$ cat src/rtl/core/bpq_ram.sv
module bpq_ram #(
  parameter int unsigned Width = 8,
  parameter int unsigned Depth = 16
) (
  input  logic                     clk_i,
  input  logic                     we_i,
  input  logic [$clog2(Depth)-1:0] addr_i,
  input  logic [Width-1:0]         wdata_i,
  output logic [Width-1:0]         rdata_o
);

  logic [Width-1:0] mem_q [Depth];
  logic [Width-1:0] rdata_q;

  always_ff @(posedge clk_i) begin
    if (we_i) begin
      mem_q[addr_i] <= wdata_i;
    end
    rdata_q <= mem_q[addr_i];
  end

  assign rdata_o = rdata_q;

endmodule

$ cat config.mk
export PLATFORM = sky130hd
export DESIGN_NAME = bpq_ram
export DESIGN_NICKNAME = d
export VERILOG_FILES = /design/src/rtl/core/bpq_ram.sv
export SDC_FILE = /design/constraint.sdc
export NUM_CORES = 1
export LEC_CHECK = 0
export BUFFER_PORTS_ARGS = -buffer_cell sky130_fd_sc_hd__buf_2
export CORE_AREA = 5 5 107 109
export DETAILED_ROUTE_END_ITERATION = 16
export DIE_AREA = 0 0 112 114
export PLACE_DENSITY = 0.75
export SLEW_MARGIN = 20
export SYNTH_ARGS = -nofsm -noshare
export SYNTH_HDL_FRONTEND = slang
export SYNTH_SLANG_ARGS = --single-unit
$ cat constraint.sdc
create_clock -name clk_i -period 2.48 [get_ports clk_i]
set_clock_uncertainty 0.1 [all_clocks]
set_input_delay 0.496 -clock clk_i [delete_from_list [all_inputs] [get_ports clk_i]]
set_output_delay 0.496 -clock clk_i [all_outputs]
set_load 0.02 [all_outputs]
==> flow_summary.yaml, run 1 <==
status:
  status: "completed"
cts:
  clock_latency_ns: 0.53
  cts.sinks: 136
  post_cts_buffers: 0
  cts_root_buffer: "clkbuf_8"
  htree_num_levels: 4
  clk_pin_slew_ns: 0.06
  numCtsBuffers: 17
  cts_tree: "done"
  ctsLongestPathBuffers: 2
  post_cts_resized: 0
  postCtsHoldBufs: 0
cells_and_area:
  syn_to_final_growth_pct: 18.89
  nNetsFinal: 289
  final_common_cell: "edfxtp_1"
  seqCellArea_sq_um: 4004
  utilization_pct: 57.34
  drive_above_1_share_pct: 35.07
  layout_common_cells: "edfxtp_1, mux4_2, buf_2"
  multiInputGateArea_sq_um: 1008
  diodes: 0
  nFillCells: 736
sta:
  holdWs_ns: 0.2762
  drv_slew: 0
  period_share_pct: 70.65
  rsz0062_at_grt: "false"
  setup_tns_ns: 0
  finalSetupViolCount: 0
  worstMarginPinSlew_ns: 1.076
  period_minus_slack_ns: 1.752
  relSlewSlack_pct: 27.71
  clock.fmax_mhz: 570.7
  hold_viol_final: 0
routing:
  drc: 0
  viasPerCell: 5.617
  ant_nets: 0
  avgRoutedWirePerCell_um: 23.23
  wl_um: 9944
  drtIter0Drc: 243
  vias: 2404
  first_pass_iters: 4
floorplanning:
  fp.dieH_um: 114
  die_area_sq_um: 12770
  die_w_um: 112
  start_util_pct: 48.23
  num_rows: 38
  pin_count: 22
  fp.coreArea_sq_um: 10510
synth:
  synthCells: 230
  avgSynthCellArea_sq_um: 22.03
  yosys_warnings: 0
  ys_seq_area_share_pct: 79.01
  syn-num-nets: 244
  mappedNetlistArea_sq_um: 5067
  synth.distinct_cells: 18
  synth.ff_latch_count: 136
placed_design:
  port_buffers: 21
  post-dp-hpwl_um: 6383
  place_congestion: 0.8179
power_and_ir_drop:
  vdd_drop_max_uv: 373.4
  p_per_area_nw_per_um2: 898.8
  p_leak_nw: 1.985
global_routing:
  grt_pass1_wl_um: 15310
  antenna_found_initial: 0
  overflow: 0
  grt_max_degree: 17
  grt_usage_pct: 17.26
  grt_pass1_vias: 2513
worst_setup_path:
  cp.required_ns: 2.78
  critPathMaxFanout: 15
  arrival_ns: 2.05
  worstSetupStartpointType: "input port"
  endpoint_kind: "flop"
  worst-setup-path-type: "in2reg"
flow_run:
  cap_violations: 0
worst_hold_path:
  hold_class: "in2reg"
==> metal layers <==
metal  vias to the layer above  global-route usage [%]  part of all wire [%]  routed length (um)
li1                       1051                       -                     -                   -
met1                      1221                   22.45                    39                3925
met2                       113                   26.82                    51                5044
met3                        19                   5.040                   7.4                 731
met4                         0                   8.734                   2.4                 243
met5                         -                       0                     0                   0
==> state kept, by name, summed over array words and instances (netlist names) <==
signal	flops
mem_q	128
rdata_o	8
==> critical path, stage by stage <==
cell     delay [ns]
buf_2          0.32
buf_4          0.31
mux4_2         0.53
a22oi_1        0.30
nand2_1        0.09
==> Yosys cell counts <==
master	number	area, sq um
nand2b_1	2	12.51
edfxtp_1	128	3844
buf_6	2	22.52
clkbuf_1	2	7.510
buf_1	4	15.01
nor2_1	13	48.80
nand3_1	1	5.000
nand3b_1	2	15.01
buf_2	2	10.01
mux4_2	32	720.7
a22oi_1	16	120.1
or3b_2	1	8.760
and2_1	1	6.260
nand2_1	9	33.78
nor2b_1	2	12.51
dfxtp_1	8	160.2
nor3_1	4	20.02
clkbuf_2	1	5.000
==> report_power, final <==
| group | switching, W | internal, W | total, W |
|---|---|---|---|
| Clock | 0.000919 | 0.00166 | 0.00257 |
| Sequential | 0.0000147 | 0.00257 | 0.00259 |
| Combinational | 0.000156 | 0.0000998 | 0.000256 |
==> final cells by class <==
type | count | area share, %
repair buffers | 37 | 3.738
clock buffers | 20 | 7.227
well taps | 140 | 2.908
flip-flops and latches | 136 | 66.46
clock inverters | 12 | 2.928
multi-input cells | 83 | 16.74
==> worst paths after layout <==
check	cells past startpoint	slack, ns	endpoint	start
setup / recovery	5	0.73	rdata_o[4]	addr_i[0]
hold / removal	1	0.28	mem_q[6][2]	wdata_i[2]
setup reg to reg	3	1.01	rdata_o[4]	mem_q[11][4]
hold reg to reg	3	0.59	rdata_o[3]	mem_q[14][3]
==> cells by family (layout without fill, tap and decap cells) <==
| kind of cell | after synthesis | count (layout) | synth area share [%] |
|---|---|---|---|
| AO/OA/AOI/OAI | 16 | 16 | 2.370 |
| buffers and inverters | 11 | 69 | 1.185 |
| multiplexers | 32 | 32 | 14.22 |
| AND/OR/NAND/NOR | 35 | 35 | 3.210 |
| flip-flops | 136 | 136 | 79.01 |
==> through the flow <==
stage,setup slack [ns],cells,total power [W],area (sq um)
5_1_grt,0.6247,428,0.005593,6025
3_5_place_dp,0.1709,396,0.002892,5408
2_1_floorplan,0.3910,230,0.002780,5067
4_1_cts,0.6938,428,0.005445,6020
3_3_place_gp,0.2141,396,0.002882,5408
6_report,0.7278,428,0.005415,6025
No activity file was read; power rests on OpenSTA's default activity.
==> inputs of run 2 (changes only) <==
--- a/config.mk
+++ b/config.mk
@@ -9,7 +9,7 @@
 export CORE_AREA = 5 5 107 109
 export DETAILED_ROUTE_END_ITERATION = 16
 export DIE_AREA = 0 0 112 114
-export PLACE_DENSITY = 0.75
+export PLACE_DENSITY = 0.78
 export SLEW_MARGIN = 20
 export SYNTH_ARGS = -nofsm -noshare
 export SYNTH_HDL_FRONTEND = slang
==> constraint.sdc (replaced) <==
create_clock -name clk_i -period 1.6 [get_ports clk_i]
set_clock_uncertainty 0.1 [all_clocks]
set_input_delay 0.32 -clock clk_i [delete_from_list [all_inputs] [get_ports clk_i]]
set_output_delay 0.32 -clock clk_i [all_outputs]
set_load 0.02 [all_outputs]
==> run 2 against run 1 <==
Against the previous run:
- clock power increased by 61%
- register-to-register slack got worse by 0.86 ns
- first-iteration DRC count decreased by 16%
- worst hold slack got worse by 0.20 ns
- final cell count increased by 5.4%
- worst setup slack got worse by 0.66 ns
- cell area increased by 6.1%
- flip-flop and latch count unchanged
- routed wire length increased by 7.9%
- largest cell class unchanged
- largest power group is now the clock network
==> flow_summary.yaml, run 2 (synthesis results as in run 1) <==
floorplanning:
  pin_count: 22
  die_w_um: 112
  num_rows: 38
  start_util_pct: 48.23
  fp.dieH_um: 114
  fp.coreArea_sq_um: 10510
  die_area_sq_um: 12770
worst_setup_path:
  worst-setup-path-type: "reg2out"
  worst-path-stages: 1
  cpLargestDelayFamily: "flip-flops"
  path_buf_inv: 1
  critPathMaxFanout: 1
  crit_chain: "buf_2"
  critical-path-slowest-cell: "dfxtp_1"
  endpoint_kind: "output port"
  cp.required_ns: 1.18
  arrival_ns: 1.11
  slowest_delay_ns: 0.39
  ff2ff_path_depth: 3
  worstSetupStartpointType: "flop"
cts:
  clock_latency_ns: 0.52
  cts_root_buffer: "clkbuf_8"
  post_cts_buffers: 0
  post_cts_resized: 0
  numCtsBuffers: 17
  ctsLongestPathBuffers: 2
  postCtsHoldBufs: 0
  cts_tree: "done"
  htree_num_levels: 4
  clk_pin_slew_ns: 0.06
  cts.sinks: 136
power_and_ir_drop:
  p_comb_share_pct: 5.2
  switchingPower_w: 0.001691
  p_leak_nw: 2.159
  swShare_pct: 19.65
  p_clk_share_pct: 48.1
  p_per_area_nw_per_um2: 1346
  seq_power_share_pct: 46.7
  power_w: 0.008605
  vdd_drop_max_uv: 586.4
  power.internal_w: 0.006915
routing:
  ant_nets: 0
  viasPerCell: 5.734
  avgRoutedWirePerCell_um: 23.80
  vias: 2586
  first_pass_iters: 5
  drtIter0Drc: 204
  wl_um: 10730
  drc: 0
cells_and_area:
  syn_to_final_growth_pct: 26.17
  largest_reg_flops: 128
  nFillCells: 694
  diodes: 0
  nNetsFinal: 312
  layout_common_cells: "edfxtp_1, mux4_2, buf_4"
  regMostFlops: "mem_q"
  layout.cells.non_filler: 451
  final_common_cell: "edfxtp_1"
  drive_above_1_share_pct: 44.37
global_routing:
  grt_usage_pct: 18.23
  grt_pass1_wl_um: 16460
  grt_max_degree: 19
  antenna_found_initial: 0
  grt_pass1_vias: 2817
  overflow: 0
sta:
  clock.fmax_mhz: 653.6
  relSlewSlack_pct: 41.69
  period_share_pct: 95.63
  drv_slew: 0
  hold_viol_final: 0
  period_minus_slack_ns: 1.530
  worstMarginPinSlew_ns: 0.8729
  setup_tns_ns: 0
  rsz0062_at_grt: "false"
  finalSetupViolCount: 0
worst_hold_path:
  hold_depth: 1
  hold_class: "in2reg"
placed_design:
  port_buffers: 21
  place_congestion: 0.7940
  post-dp-hpwl_um: 6927
  placedCellCount: 419
status:
  status: "completed"
flow_run:
  cap_violations: 0
## run 2: cell types whose count changed in the layout (fill, tap and decap cells not counted), sizes merged
| cell | before | now |
|---|---|---|
| clkinvlp | 5 | 2 |
| bufinv | 4 | 5 |
| clkbuf | 20 | 21 |
| inv | 0 | 1 |
| buf | 37 | 60 |
## run 2: layout make-up
class	count	area (sq um)	area share [%]
Multi-Input combinational cell	83	1069	16.71
Clock inverter	11	196.4	3.072
Sequential cell	136	4004	62.62
Timing Repair Buffer	60	510.5	7.984
Tap cell	140	175.2	2.740
Clock buffer	21	439.2	6.869
## run 2: metal layers
| layer | vias up | track usage, % | share of wire, % | wire (um) |
|---|---|---|---|---|
| met1 | 1341 | 21.74 | 37 | 3974 |
| met4 | 0 | 8.173 | 2.7 | 293 |
| li1 | 1106 | - | - | - |
| met3 | 21 | 5.836 | 7.6 | 812 |
| met5 | - | 0 | 0 | 0 |
| met2 | 118 | 30.62 | 53 | 5653 |
## run 2: worst paths after layout
kind	start	to	slack [ns]
setup / recovery	rdata_o[4]	rdata_o[4]	0.07
hold / removal	wdata_i[3]	mem_q[4][3]	0.08
setup reg to reg	mem_q[0][0]	rdata_o[0]	0.15
hold reg to reg	mem_q[15][1]	rdata_o[1]	0.59
## run 2: power by group through the flow
stage / Sequential [W] / Combinational (W) / Clock, W
2_1_floorplan: 0.00410 / 0.000217 / 0
3_3_place_gp: 0.00408 / 0.000436 / 0
3_5_place_dp: 0.00409 / 0.000450 / 0
4_1_cts: 0.00402 / 0.000456 / 0.00420
5_1_grt: 0.00402 / 0.000480 / 0.00436
6_report: 0.00402 / 0.000450 / 0.00414
## run 2: per-stage QoR
stage | hold WS, ns | setup slack [ns] | area [sq um] | utilization, %
after floorplan | 0.3189 | -0.09817 | 5135 | -
after global placement | 0.5492 | -0.1890 | 5758 | 54.80
after detailed placement | 0.5761 | -0.2404 | 5758 | 54.80
after CTS | 0.05019 | 0.04553 | 6394 | 60.85
after global routing | 0.06628 | 0.04155 | 6394 | 60.85
final | 0.08000 | 0.07000 | 6394 | 60.85
==> inputs of run 3 (changes only) <==
==> config.mk (replaced) <==
export PLATFORM = sky130hd
export DESIGN_NAME = bpq_ram
export DESIGN_NICKNAME = d
export VERILOG_FILES = /design/src/rtl/core/bpq_ram.sv
export SDC_FILE = /design/constraint.sdc
export NUM_CORES = 1
export LEC_CHECK = 0
export CORE_AREA = 5 5 107 109
export DETAILED_ROUTE_END_ITERATION = 16
export DIE_AREA = 0 0 112 114
export DONT_BUFFER_PORTS = 1
export PLACE_DENSITY = 0.76
export RECOVER_POWER = 100
export SYNTH_ARGS = -nofsm -noshare
export SYNTH_HDL_FRONTEND = slang
export SYNTH_SLANG_ARGS = --single-unit
==> run 3 against run 2 <==
Against the previous run:
- core utilization is 4.2 points lower
- critical endpoint is now rdata_o[6]
- largest power group is now registers
- non-clock buffer count is 26 lower
- highest routed layer unchanged
- register-to-register slack worse by 0.02 ns
- final cell count is 5.8% lower
- die area stayed put
- worst setup slack better by 0.064 ns
==> flow_summary.yaml, run 3 (synthesis results as in run 1) <==
status:
  status: "completed"
worst_hold_path:
  hold_end: "rdata_o[0]"
  min_from: "addr_i[1]"
  hold_depth: 3
  hold_class: "in2reg"
placed_design:
  place_area_sq_um: 5435
  post-dp-hpwl_um: 6011
  port_buffers: 0
  placedCellCount: 384
  place_congestion: 0.8225
sta:
  hold_viol_final: 0
  period_share_pct: 91.63
  rsz0062_at_grt: "false"
  period_minus_slack_ns: 1.466
  drv_slew: 0
  worstMarginPinSlew_ns: 0.8247
  clock.fmax_mhz: 682.1
  finalSetupViolCount: 0
  relSlewSlack_pct: 44.82
  holdWs_ns: 0.03378
floorplanning:
  fp.dieH_um: 114
  pin_count: 22
  die_w_um: 112
  start_util_pct: 48.23
  fp.coreArea_sq_um: 10510
  die_area_sq_um: 12770
  num_rows: 38
cells_and_area:
  fin_area_sq_um: 5951
  drive_above_1_share_pct: 22.81
  largest_reg_flops: 128
  layout_common_cells: "edfxtp_1, mux4_2, clkbuf_1"
  diodes: 0
  syn_to_final_growth_pct: 17.43
  regMostFlops: "mem_q"
  layout.cells.non_filler: 425
  final_common_cell: "edfxtp_1"
  nNetsFinal: 286
worst_setup_path:
  worstSetupStartpointType: "flop"
  crit_chain: "mux4_2, a22oi_1, nand2_1"
  rrSetupSlack_ns: 0.13
  cpLargestDelayFamily: "multiplexers"
  slowest_delay_ns: 0.46
  endpoint_kind: "flop"
  cp.required_ns: 1.88
  ff2ff_path_depth: 3
  critPathMaxFanout: 1
  path_buf_inv: 0
  critical-path-slowest-cell: "mux4_2"
  worst-setup-path-type: "reg2reg"
  reg2reg_to: "rdata_o[6]"
  arrival_ns: 1.75
  reg2reg_from: "mem_q[0][6]"
power_and_ir_drop:
  vdd_drop_max_uv: 634.1
  p_per_area_nw_per_um2: 1341
  p_leak_nw: 1.899
global_routing:
  grt_usage_pct: 16.86
  overflow: 0
  grt_pass1_wl_um: 15530
  antenna_found_initial: 0
  grt_pass1_vias: 2633
  grt_max_degree: 40
routing:
  first_pass_iters: 4
  ant_nets: 0
  drtIter0Drc: 192
  drc: 0
  avgRoutedWirePerCell_um: 22.68
  viasPerCell: 5.602
  vias: 2381
  wl_um: 9637
flow_run:
  cap_violations: 0
cts:
  numCtsBuffers: 17
  cts.sinks: 136
  clock_latency_ns: 0.52
  clk_pin_slew_ns: 0.06
  cts_tree: "done"
  cts_root_buffer: "clkbuf_8"
  post_cts_buffers: 0
  ctsLongestPathBuffers: 2
  htree_num_levels: 4
[run 3: cell type report]
| type | instances | area, sq um |
|---|---|---|
| clock inverters | 8 | 52.55 |
| flip-flops and latches | 136 | 4004 |
| well taps | 140 | 175.2 |
| repair buffers | 34 | 191.4 |
| multi-input cells | 83 | 1003 |
| fillers | 765 | 4557 |
| clock buffers | 24 | 524.3 |
[run 3: worst min-delay path, stage by stage]
cell     delay, ns
mux4_2        0.16
a22oi_1       0.08
nand2_1       0.06
[run 3: layer usage]
metal	wire (um)	share of wire [%]	track usage, %	vias to the layer above
met1	3908	41	21.51	1236
met5	0	0	0	-
met3	592	6.1	6.366	16
li1	-	-	-	1051
met4	155	1.6	5.449	0
met2	4979	52	27.14	78
[run 3: how the worst max path moves through the flow]
stage / startpoint / to / slack (ns) / depth (start not counted)
after floorplan: addr_i[2] / mem_q[0][0] / -0.1 / 2
after global placement: addr_i[2] / mem_q[0][7] / 0.02 / 3
after detailed placement: addr_i[2] / mem_q[0][0] / 0.02 / 3
after CTS: mem_q[0][6] / rdata_o[6] / 0.14 / 3
after global routing: mem_q[11][5] / rdata_o[5] / 0.05 / 3
final: mem_q[0][6] / rdata_o[6] / 0.13 / 3
[run 3: through the flow]
step	total power [W]	worst slack [ns]	utilization (%)	setup TNS (ns)
final	0.007977	0.1339	56.63	0
after global routing	0.008244	0.04969	56.63	0
after CTS	0.008075	0.1374	58.07	0
after detailed placement	0.004354	0.01849	51.73	0
after global placement	0.004343	0.02257	51.73	0
after floorplan	0.004321	-0.09817	-	-5.068
[run 3: what timing repair did]
| action | CTS | global route |
|---|---|---|
| resized for setup | 0 | 0 |
| hold buffers | 9 | 0 |
| endpoints found under the hold margin | 130 | 0 |
[run 3: power by group]
| part | total (W) | leakage [nW] | switching [W] | internal [W] |
|---|---|---|---|---|
| Clock | 0.00365 | 0.292 | 0.00138 | 0.00227 |
| Combinational | 0.000280 | 0.383 | 0.000143 | 0.000137 |
| Sequential | 0.00404 | 1.22 | 0.0000568 | 0.00399 |
| Total | 0.00798 | 1.90 | 0.00158 | 0.00639 |
